## src/design/modrm_dec_pkg.sv

```systemverilog
// ----------------------------------------------------------------------------
// modrm_dec_pkg
// Types and codes that the operand decoder modules share.
// ----------------------------------------------------------------------------
`default_nettype none

package modrm_dec_pkg;

    // format selector
    localparam logic [1:0] FMT_REG_RM = 2'd0;
    localparam logic [1:0] FMT_RM_IMM = 2'd1;
    localparam logic [1:0] FMT_RM     = 2'd2;
    localparam logic [1:0] FMT_BAD    = 2'd3;

    // mod field
    localparam logic [1:0] MOD_NO_DISP = 2'd0;
    localparam logic [1:0] MOD_DISP8   = 2'd1;
    localparam logic [1:0] MOD_DISP16  = 2'd2;
    localparam logic [1:0] MOD_REG     = 2'd3;

    localparam logic [2:0] RM_DIRECT = 3'd6;

    // opcodes of note
    localparam logic [7:0] OPC_GRP1_B   = 8'h80;
    localparam logic [7:0] OPC_GRP1_W   = 8'h81;
    localparam logic [7:0] OPC_GRP1_B82 = 8'h82;
    localparam logic [7:0] OPC_GRP1_SX  = 8'h83;
    localparam logic [7:0] OPC_SHF_0    = 8'hD0;
    localparam logic [7:0] OPC_SHF_1    = 8'hD1;
    localparam logic [7:0] OPC_SHF_2    = 8'hD2;
    localparam logic [7:0] OPC_SHF_3    = 8'hD3;
    localparam logic [7:0] OPC_GRP3_B   = 8'hF6;
    localparam logic [7:0] OPC_GRP3_W   = 8'hF7;
    localparam logic [7:0] OPC_GRP4     = 8'hFE;
    localparam logic [7:0] OPC_GRP5     = 8'hFF;

    // dense group operation codes
    localparam logic [4:0] GOP_ADD  = 5'd0;
    localparam logic [4:0] GOP_ROL  = 5'd8;
    localparam logic [4:0] GOP_SAR  = 5'd14;
    localparam logic [4:0] GOP_TEST = 5'd15;
    localparam logic [4:0] GOP_INC  = 5'd22;
    localparam logic [4:0] GOP_DEC  = 5'd23;
    localparam logic [4:0] GOP_CALL = 5'd24;
    localparam logic [4:0] GOP_JMP  = 5'd25;
    localparam logic [4:0] GOP_PUSH = 5'd26;

    typedef struct packed {
        logic [4:0] group_op;
        logic       error;
    } t_group_res;

    typedef struct packed {
        logic [2:0]  inst_length;
        logic        direct_addr;
        logic [15:0] disp_value;
        logic [15:0] imm_value;
    } t_operand;

endpackage

`default_nettype wire

```

## src/design/modrm_dec_group.sv

```systemverilog
// ----------------------------------------------------------------------------
// modrm_dec_group
// Decodes the extension field of the group opcodes into a dense operation
// code and flags invalid extensions and formats.
// ----------------------------------------------------------------------------
`default_nettype none

module modrm_dec_group
    import modrm_dec_pkg::*;
(
    input  wire logic [7:0] i_opcode,
    input  wire logic [2:0] i_ext,
    input  wire logic [1:0] i_req_type,
    output t_group_res      o_res
);

    logic [4:0] gop;
    logic       bad;
    logic [4:0] ext5;

    assign ext5 = {2'b00, i_ext};

    always_comb begin
        gop = GOP_ADD;
        bad = 1'b0;
        unique case (i_opcode)
            OPC_GRP1_B, OPC_GRP1_W: begin
                gop = ext5;
            end
            OPC_GRP1_B82, OPC_GRP1_SX: begin
                if (i_ext inside {3'd1, 3'd4, 3'd6}) begin
                    bad = 1'b1;
                end else begin
                    gop = ext5;
                end
            end
            OPC_SHF_0, OPC_SHF_1, OPC_SHF_2, OPC_SHF_3: begin
                if (i_ext == 3'd6) begin
                    bad = 1'b1;
                end else if (i_ext == 3'd7) begin
                    gop = GOP_SAR;
                end else begin
                    gop = GOP_ROL + ext5;
                end
            end
            OPC_GRP3_B, OPC_GRP3_W: begin
                if (i_ext == 3'd0) begin
                    gop = GOP_TEST;
                end else if (i_ext == 3'd1) begin
                    bad = 1'b1;
                end else begin
                    gop = GOP_SAR + ext5;
                end
            end
            OPC_GRP4: begin
                if (i_ext == 3'd0) begin
                    gop = GOP_INC;
                end else if (i_ext == 3'd1) begin
                    gop = GOP_DEC;
                end else begin
                    bad = 1'b1;
                end
            end
            OPC_GRP5: begin
                case (i_ext)
                    3'd0:         gop = GOP_INC;
                    3'd1:         gop = GOP_DEC;
                    3'd2, 3'd3:   gop = GOP_CALL;
                    3'd4, 3'd5:   gop = GOP_JMP;
                    3'd6:         gop = GOP_PUSH;
                    default:      bad = 1'b1;
                endcase
            end
            default: begin
                gop = GOP_ADD;
            end
        endcase
    end

    assign o_res.group_op = bad ? GOP_ADD : gop;
    assign o_res.error    = bad || (i_req_type == FMT_BAD);

endmodule

`default_nettype wire

```

## src/design/modrm_dec_operand.sv

```systemverilog
// ----------------------------------------------------------------------------
// modrm_dec_operand
// Works out displacement, immediate and total length from the byte window.
// ----------------------------------------------------------------------------
`default_nettype none

module modrm_dec_operand
    import modrm_dec_pkg::*;
(
    input  wire logic [1:0] i_req_type,
    input  wire logic [7:0] i_opcode,
    input  wire logic [7:0] i_modrm,
    input  wire logic [7:0] i_byte_two,
    input  wire logic [7:0] i_byte_three,
    input  wire logic [7:0] i_byte_four,
    input  wire logic [7:0] i_byte_five,
    output t_operand        o_opd
);

    logic [1:0]  mod_f;
    logic [2:0]  rm_f;
    logic        direct;
    logic [1:0]  disp_len;
    logic [1:0]  imm_len;
    logic [7:0]  imm_lo;
    logic [7:0]  imm_hi;
    logic [15:0] disp_value;
    logic [15:0] imm_value;

    assign mod_f  = i_modrm[7:6];
    assign rm_f   = i_modrm[2:0];
    assign direct = (mod_f == MOD_NO_DISP) && (rm_f == RM_DIRECT);

    always_comb begin
        disp_len   = 2'd0;
        disp_value = 16'h0000;
        if (direct || mod_f == MOD_DISP16) begin
            disp_len   = 2'd2;
            disp_value = {i_byte_three, i_byte_two};
        end else if (mod_f == MOD_DISP8) begin
            disp_len   = 2'd1;
            disp_value = {{8{i_byte_two[7]}}, i_byte_two};
        end
    end

    // immediate follows the displacement
    always_comb begin
        case (disp_len)
            2'd0: begin
                imm_lo = i_byte_two;
                imm_hi = i_byte_three;
            end
            2'd1: begin
                imm_lo = i_byte_three;
                imm_hi = i_byte_four;
            end
            default: begin
                imm_lo = i_byte_four;
                imm_hi = i_byte_five;
            end
        endcase
    end

    always_comb begin
        imm_len   = 2'd0;
        imm_value = 16'h0000;
        if (i_req_type == FMT_RM_IMM) begin
            if (!i_opcode[0]) begin
                imm_len   = 2'd1;
                imm_value = {8'h00, imm_lo};
            end else if (i_opcode == OPC_GRP1_SX) begin
                imm_len   = 2'd1;
                imm_value = {{8{imm_lo[7]}}, imm_lo};
            end else begin
                imm_len   = 2'd2;
                imm_value = {imm_hi, imm_lo};
            end
        end
    end

    assign o_opd = '{
        inst_length: 3'd2 + {1'b0, disp_len} + {1'b0, imm_len},
        direct_addr: direct,
        disp_value:  disp_value,
        imm_value:   imm_value
    };

endmodule

`default_nettype wire

```

## src/design/modrm_operand_decoder_8086.sv

```systemverilog
// ----------------------------------------------------------------------------
// modrm_operand_decoder_8086
// Field, operand and group decoder for one 8086 mod-reg-r/m instruction.
// ----------------------------------------------------------------------------
// The block takes one instruction window every clock cycle; busy never rises.
// A window transferred on start is latched in the input register, decoded in
// one pass of shallow logic and caught in the result register, so its result
// is marked on the o_ ports by o_done for exactly one cycle. Results come out
// in the order the windows went in. The receiver cannot stall the block, so
// it must take every result on the cycle that o_done is high.
`default_nettype none

module modrm_operand_decoder_8086
    import modrm_dec_pkg::*;
(
    input  wire logic        i_clk,
    input  wire logic        i_rst_n,
    input  wire logic        start,
    output logic             busy,
    input  wire logic [1:0]  i_req_type,
    input  wire logic [7:0]  i_byte_zero,
    input  wire logic [7:0]  i_byte_one,
    input  wire logic [7:0]  i_byte_two,
    input  wire logic [7:0]  i_byte_three,
    input  wire logic [7:0]  i_byte_four,
    input  wire logic [7:0]  i_byte_five,
    output logic             o_done,
    output logic [2:0]       o_inst_length,
    output logic [1:0]       o_mod_bits,
    output logic [2:0]       o_reg_bits,
    output logic [2:0]       o_rm_bits,
    output logic             o_word_flag,
    output logic             o_reg_is_dest,
    output logic             o_direct_addr,
    output logic signed [15:0] o_disp_value,
    output logic [15:0]      o_imm_value,
    output logic [4:0]       o_group_op,
    output logic             o_decode_error
);

    logic       r_in_valid;
    logic [1:0] r_req_type;
    logic [7:0] r_b0, r_b1, r_b2, r_b3, r_b4, r_b5;

    logic       r_out_valid;
    t_operand   r_opd;
    t_group_res r_grp;
    logic [7:0] r_op;
    logic [7:0] r_modrm;
    logic       r_dbit;

    t_operand   n_opd;
    t_group_res n_grp;
    logic       accept;

    assign busy   = 1'b0;
    assign accept = start && !busy;

    // input register
    always_ff @(posedge i_clk) begin
        if (!i_rst_n) begin
            r_in_valid <= 1'b0;
        end else begin
            r_in_valid <= accept;
        end
    end

    always_ff @(posedge i_clk) begin
        if (accept) begin
            r_req_type <= i_req_type;
            r_b0       <= i_byte_zero;
            r_b1       <= i_byte_one;
            r_b2       <= i_byte_two;
            r_b3       <= i_byte_three;
            r_b4       <= i_byte_four;
            r_b5       <= i_byte_five;
        end
    end

    modrm_dec_operand u_operand (
        .i_req_type   (r_req_type),
        .i_opcode     (r_b0),
        .i_modrm      (r_b1),
        .i_byte_two   (r_b2),
        .i_byte_three (r_b3),
        .i_byte_four  (r_b4),
        .i_byte_five  (r_b5),
        .o_opd        (n_opd)
    );

    modrm_dec_group u_group (
        .i_opcode   (r_b0),
        .i_ext      (r_b1[5:3]),
        .i_req_type (r_req_type),
        .o_res      (n_grp)
    );

    // result register
    always_ff @(posedge i_clk) begin
        if (!i_rst_n) begin
            r_out_valid <= 1'b0;
        end else begin
            r_out_valid <= r_in_valid;
        end
    end

    always_ff @(posedge i_clk) begin
        if (r_in_valid) begin
            r_opd   <= n_opd;
            r_grp   <= n_grp;
            r_op    <= r_b0;
            r_modrm <= r_b1;
            r_dbit  <= (r_req_type == FMT_REG_RM) && r_b0[1];
        end
    end

    assign o_done         = r_out_valid;
    assign o_inst_length  = r_opd.inst_length;
    assign o_mod_bits     = r_modrm[7:6];
    assign o_reg_bits     = r_modrm[5:3];
    assign o_rm_bits      = r_modrm[2:0];
    assign o_word_flag    = r_op[0];
    assign o_reg_is_dest  = r_dbit;
    assign o_direct_addr  = r_opd.direct_addr;
    assign o_disp_value   = r_opd.disp_value;
    assign o_imm_value    = r_opd.imm_value;
    assign o_group_op     = r_grp.group_op;
    assign o_decode_error = r_grp.error;

    // every transfer yields a result strobe after the input and result registers
    a_done_latency: assert property (@(posedge i_clk) disable iff (!i_rst_n)
        accept |=> ##1 o_done)
        else $error("result strobe missing after transfer");

    a_no_spurious: assert property (@(posedge i_clk) disable iff (!i_rst_n)
        o_done |-> $past(accept, 2))
        else $error("result strobe without a transfer");

    a_length_range: assert property (@(posedge i_clk) disable iff (!i_rst_n)
        o_done |-> (o_inst_length >= 3'd2 && o_inst_length <= 3'd6))
        else $error("instruction length out of range");

    a_direct_fields: assert property (@(posedge i_clk) disable iff (!i_rst_n)
        (o_done && o_direct_addr) |->
            (o_mod_bits == MOD_NO_DISP && o_rm_bits == RM_DIRECT
             && o_inst_length >= 3'd4))
        else $error("direct address flag inconsistent with fields");

    a_group_op_range: assert property (@(posedge i_clk) disable iff (!i_rst_n)
        o_done |-> (o_group_op <= GOP_PUSH))
        else $error("group operation code out of range");

endmodule

`default_nettype wire
```

## config.mk

```make
export PLATFORM = sky130hd
export DESIGN_NAME = modrm_operand_decoder_8086
export DESIGN_NICKNAME = d
export VERILOG_FILES = /design/src/design/modrm_dec_pkg.sv /design/src/design/modrm_dec_group.sv /design/src/design/modrm_dec_operand.sv /design/src/design/modrm_operand_decoder_8086.sv
export SDC_FILE = /design/constraint.sdc
export NUM_CORES = 1
export LEC_CHECK = 0
export BUFFER_PORTS_ARGS = -buffer_cell sky130_fd_sc_hd__buf_2
export CORE_MARGIN = 10
export CORE_UTILIZATION = 48
export CTS_CLUSTER_DIAMETER = 80
export CTS_CLUSTER_SIZE = 20
export DETAILED_ROUTE_END_ITERATION = 7
export GPL_ROUTABILITY_DRIVEN = 0
export PLACE_DENSITY = 0.79
export SYNTH_ARGS = -nofsm -noshare
export SYNTH_HDL_FRONTEND = slang
export SYNTH_HIERARCHICAL = 1
export SYNTH_SLANG_ARGS = --single-unit
```

## constraint.sdc

```tcl
create_clock -name i_clk -period 1.75 [get_ports i_clk]
set_input_delay 0.35 -clock i_clk [delete_from_list [all_inputs] [get_ports i_clk]]
set_output_delay 0.35 -clock i_clk [all_outputs]
set_load 0.02 [all_outputs]
```

==> results of run 1 <==
## registers in the layout (all words and copies together), names as in the netlist, 2 cells and up
| signal | count |
|---|---|
| o_disp_value | 16 |
| o_imm_value | 16 |
| r_b0 | 8 |
| r_b1 | 8 |
| r_b2 | 8 |
| r_b3 | 8 |
| r_b4 | 8 |
| r_b5 | 8 |
| r_modrm | 8 |
| o_group_op | 5 |
| o_inst_length | 3 |
| r_req_type | 2 |
## cells in the mapped netlist, types with 5 or more instances
master	count	area share, %
edfxtp_1	102	71
nor2_1	28	2.4
nand2_1	19	1.7
o22ai_1	10	1.5
nor2b_1	9	1.3
a21o_2	8	1.6
o41ai_1	8	1.6
a311oi_1	7	1.4
buf_2	7	0.81
a21oi_1	6	0.70
nor3_1	6	0.70
nand3_1	5	0.58
## path summary, 6_finish.rpt
path	start	end	cells past startpoint	slack, ps
min reg2reg	r_b1[0]	r_modrm[0]	0	500
max	r_req_type[1]	o_inst_length[2]	7	20
max reg2reg	r_req_type[1]	o_inst_length[2]	7	20
min	i_byte_zero[3]	r_b0[3]	1	160
## layer usage
layer  track usage (%)  routed length [um]
met4             4.929                 123
met3             4.140                 735
met1             17.37                3994
met5                 0                   0
met2             24.35                5052
## kinds of logic (layout without fill, tap and decap cells)
kind of cell / count (synthesis) / count (layout) / synth area share [%]
flip-flops: 104 / 104 / 72.18
AND/OR/NAND/NOR: 97 / 97 / 12.63
AO/OA/AOI/OAI: 58 / 58 / 10.33
buffers and inverters: 21 / 150 / 2.852
XOR/XNOR: 4 / 4 / 0.8148
adder cells (fa/ha/maj): 3 / 3 / 0.8732
other: 1 / 1 / 0.08723
multiplexers: 1 / 1 / 0.2328
## layout make-up
cell class                 count  area, sq um  area share [%]
clock inverter                 7        78.83           1.465
inverter                       7        33.78          0.6278
multi-input combinational    164         1199           22.27
clock buffer                   9        123.9           2.302
tap                          108        135.1           2.511
sequential                   104         3104           57.68
timing repair buffer         127        706.9           13.14
## where the power goes
group	total, mW	internal, mW	leakage, nW	switching [mW]
logic	0.735	0.287	1.00	0.448
registers	3.07	2.96	0.958	0.110
clock network	1.50	0.674	0.0925	0.826
total	5.30	3.92	2.05	1.38
## through the flow
step                std cells  instance area [sq um]  util (%)
floorplan                 289                   4332         -
global placement          506                   5049     57.89
detailed placement        506                   5049     57.89
CTS                       522                   5251     60.22
global route              526                   5381     61.71
finish                    526                   5381     61.71
## repair_timing
action | in CTS | in global routing
resized for setup | 0 | 18
pin swaps | 1 | 4
setup buffers | 0 | 4
setup endpoints to repair | 1 | 19
cloned | 0 | 0
hold buffers | 0 | 0
==> results.toml, run 1 <==
[status]
outcome = "finished, final reports clean"

[worst_setup_path]
worstPathArrival_ps = 1840
slowest_stage = "edfxtp_1"
start_kind = "flop"
cp_data_required_time_ps = 1850
crit_type = "flop to flop"
worstPathMaxFanout = 2
end_kind = "flop"
path_cells = "nor2b_1, and2_1, nand2_2, ha_4, inv_4, ha_4, xnor2_1"
critical-path-top-delay-family = "simple AND/OR/NAND/NOR gates"
slowest_delay_ps = 400
path_buf_inv = 1
cp_common_cell = "ha_4"

[yosys]
synth-seq-cells = 104
mappedNetlistNets = 345
yosys_warnings = 6
synth_area_per_cell_sq_um = 14.88
synth.distinct_cells = 53
synth_edf_count = 102
postSynthCellCount = 289
synth_flop_cell = "edfxtp_1"
async_flop_share_pct = 0
synth_area_sq_um = 4299
yosysSeqAreaShare_pct = 72.18

[clocking]
clock-sinks = 104
root_buffer = "clkbuf_8"
clk_pin_slew_ps = 100
cts_buffers = 9
max-clock-path-buffers = 2
clkLatencyLatePin_ps = 360
tritoncts = "yes"
h-tree-depth = 3

[die]
ios = 107
start_util_pct = 49.30
die_area_sq_um = 13140
chipHeight_um = 114.6
rows = 34
core_area_sq_um = 8721
dieWidth_um = 114.6

[sta]
tightest_slew_ps = 530.5
layout_setup_ws_ps = 19.11
grt_setup_unrepaired = "true"
worst_slew_margin_rel_pct = 63.72
finalCriticalPeriod_ps = 1731
fin_crit_sh_pct = 98.91
whs_ps = 157.0
hold_viol_final = 0
fin_setup_tns_ps = 0
worst_clock_skew_ps = 14.94
max_freq_mhz = 577.7
slew_violations = 0
setup_violations = 0

[layout]
drive_above_1_share_pct = 44.50
final_common_cell = "buf_2"
n_fill_cell = 671
fin_nets = 469
layout_common_cells = "105 x buf_2, 102 x edfxtp_1, 27 x nor2_1"
syn_to_final_growth_pct = 25.17
antenna_cells = 0

[power_and_ir_drop]
vdd_drop_max_mv = 0.5342
power_mw = 5.303
power.leakage_nw = 2.054
p_per_area_nw_per_um2 = 985.4

[placed_design]
dp_hpwl_mm = 7.162
dp_worst_setup_slack_ps = 10.00
io_buffers = 105

[global_route]
grt_use_total_pct = 14.48
grt_start_max_net_pins = 52
grt_overflow = 0
antenna_found_initial = 0
grt_pass1_vias = 2919
grt_pass1_wl_mm = 15.04

[drt]
wl_mm = 9.906
drt-wirelength-per-cell_um = 18.83
first_pass_iters = 5
vias_per_cell = 5.435
ant_nets = 0
drc = 0
drtIter0Drc = 190
vias = 2859

[hold_path]
min_path_type = "input pin to flop"

[run]
maxCapViolCount = 0
(Power assumes the default switching activity.)
==> run 2: changes to the inputs <==
CORE_UTILIZATION = 46   (was 48)
PLACE_DENSITY = 0.76   (was 0.79)
==> results.toml, run 2 (same netlist as run 1, synthesis figures left out) <==
[drt]
wl_met2_mm = 5.077
vias_per_cell = 5.379
drtIter0Drc = 168
vias = 2856
first_pass_iters = 4
drt-wirelength-per-cell_um = 18.60
ant_nets = 0
wl_met3_um = 565
highest_layer = "met4"
met1_length_mm = 4.091
drc = 0
wl_mm = 9.879

[clocking]
clock-sinks = 104
clk_pin_slew_ps = 90
clkLatencyLatePin_ps = 360
max-clock-path-buffers = 2
h-tree-depth = 3
root_buffer = "clkbuf_8"
tritoncts = "yes"
cts_buffers = 9
hold_buffers = 0

[sta]
grt_setup_unrepaired = "true"
setup_violations = 2
hold_viol_final = 0
max_freq_mhz = 569.6
finalCriticalPeriod_ps = 1756
fin_setup_tns_ps = -8.165
fin_crit_sh_pct = 100.3
worst_clock_skew_ps = 7.491
slew_violations = 0
layout_setup_ws_ps = -5.658

[global_route]
grt_overflow = 0
grt_pass1_wl_mm = 15.07
antenna_found_initial = 0
grt_pass1_vias = 2910
grt_use_total_pct = 14.47
grt_start_max_net_pins = 54

[worst_setup_path]
end_kind = "flop"
r2r-start = "r_b0[5]"
worstPathArrival_ps = 1870
cp-endpoint = "o_inst_length[2]"
cp_data_required_time_ps = 1860
rrSetupSlack_ps = -6
crit_type = "flop to flop"
worstPathMaxFanout = 3
start_kind = "flop"
reg2regPathDepth = 7
startpoint = "r_b0[5]"
r2r-end = "o_inst_length[2]"

[power_and_ir_drop]
p_per_area_nw_per_um2 = 971.5
vdd_drop_max_mv = 0.4400
power_mw = 5.258
power.leakage_nw = 2.062

[die]
die_area_sq_um = 13610
rows = 35
core_area_sq_um = 9153
dieWidth_um = 116.7
ios = 107
chipHeight_um = 116.7
start_util_pct = 46.97

[placed_design]
io_buffers = 105
dp_hpwl_mm = 7.274

[run]
maxCapViolCount = 0

[layout]
drive_above_1_share_pct = 44.76
layout_common_cells = "105 x buf_2, 102 x edfxtp_1, 27 x nor2_1"
n_fill_cell = 724
final_common_cell = "buf_2"
antenna_cells = 0
fin_nets = 471
syn_to_final_growth_pct = 25.90

[status]
failed_checks = "setup timing"
outcome = "complete, but fails checks"

[hold_path]
min_path_type = "input pin to flop"
## run 2: changes by cell type in the layout (fill, tap and decap cells not counted), moves of 2 or more
| cell | before | now |
|---|---|---|
| a311oi_2 | 0 | 2 |
| buf_4 | 20 | 22 |
| clkinv_4 | 1 | 3 |
| o41ai_2 | 8 | 6 |
| inv_6 | 2 | 0 |
| a311oi_1 | 7 | 5 |
| clkinvlp_4 | 3 | 1 |
## run 2: critical path, cell delays in order (launching register included)
cell      delay (ps)
edfxtp_1         410
nor4b_2          290
nand4_1          230
nand2_2          160
ha_4             150
inv_4             30
ha_4             140
xnor2_1          110
## run 2: where the power goes
part / switching [mW] / total [mW] / internal (mW)
clock: 0.784 / 1.44 / 0.661
combinational: 0.449 / 0.745 / 0.296
sequential: 0.111 / 3.07 / 2.96
total: 1.34 / 5.26 / 3.91
## run 2: repair_timing
| item | 4_1_cts | 5_1_grt |
|---|---|---|
| setup buffers | 0 | 5 |
| endpoints found under the hold margin | 0 | 0 |
| endpoints found under the setup margin | 2 | 22 |
| resized for setup | 2 | 15 |
| pin swaps | 4 | 3 |
## run 2: worst min path at each step
stage,cells after the start,from,end
floorplan,0,r_b1[4],r_modrm[4]
global placement,0,r_b1[0],r_modrm[0]
detailed placement,0,r_b1[0],r_modrm[0]
CTS,1,i_byte_zero[3],r_b0[3]
global route,1,i_byte_five[5],r_b5[5]
finish,1,i_byte_four[3],r_b4[3]
## run 2: layout make-up
type,instances,area [sq um],share of cell area (%)
tap,111,138.9,2.566
timing repair buffer,129,730.7,13.50
inverter,7,33.78,0.6241
clock buffer,9,123.9,2.288
clock inverter,7,72.57,1.341
sequential,104,3104,57.35
multi-input combinational,164,1209,22.33
## run 2: per-layer routing
metal / vias to the layer above / track usage (%)
li1: 1358 / -
met1: 1380 / 18.35
met2: 107 / 24.02
met3: 11 / 3.287
met4: 0 / 4.778
met5: - / 0
## run 2: per-stage QoR
step                      cells  cell area [sq um]  hold slack [ps]  worst slack [ps]  utilization [%]
after floorplan             289               4332            420.6            -54.12                -
after global placement      510               5072            460.1             37.22            55.42
after detailed placement    510               5072            470.6            -36.15            55.42
after CTS                   526               5275            138.8            -14.92            57.64
after global routing        531               5413            131.1            -100.2            59.14
final                       531               5413            157.4            -5.658            59.14
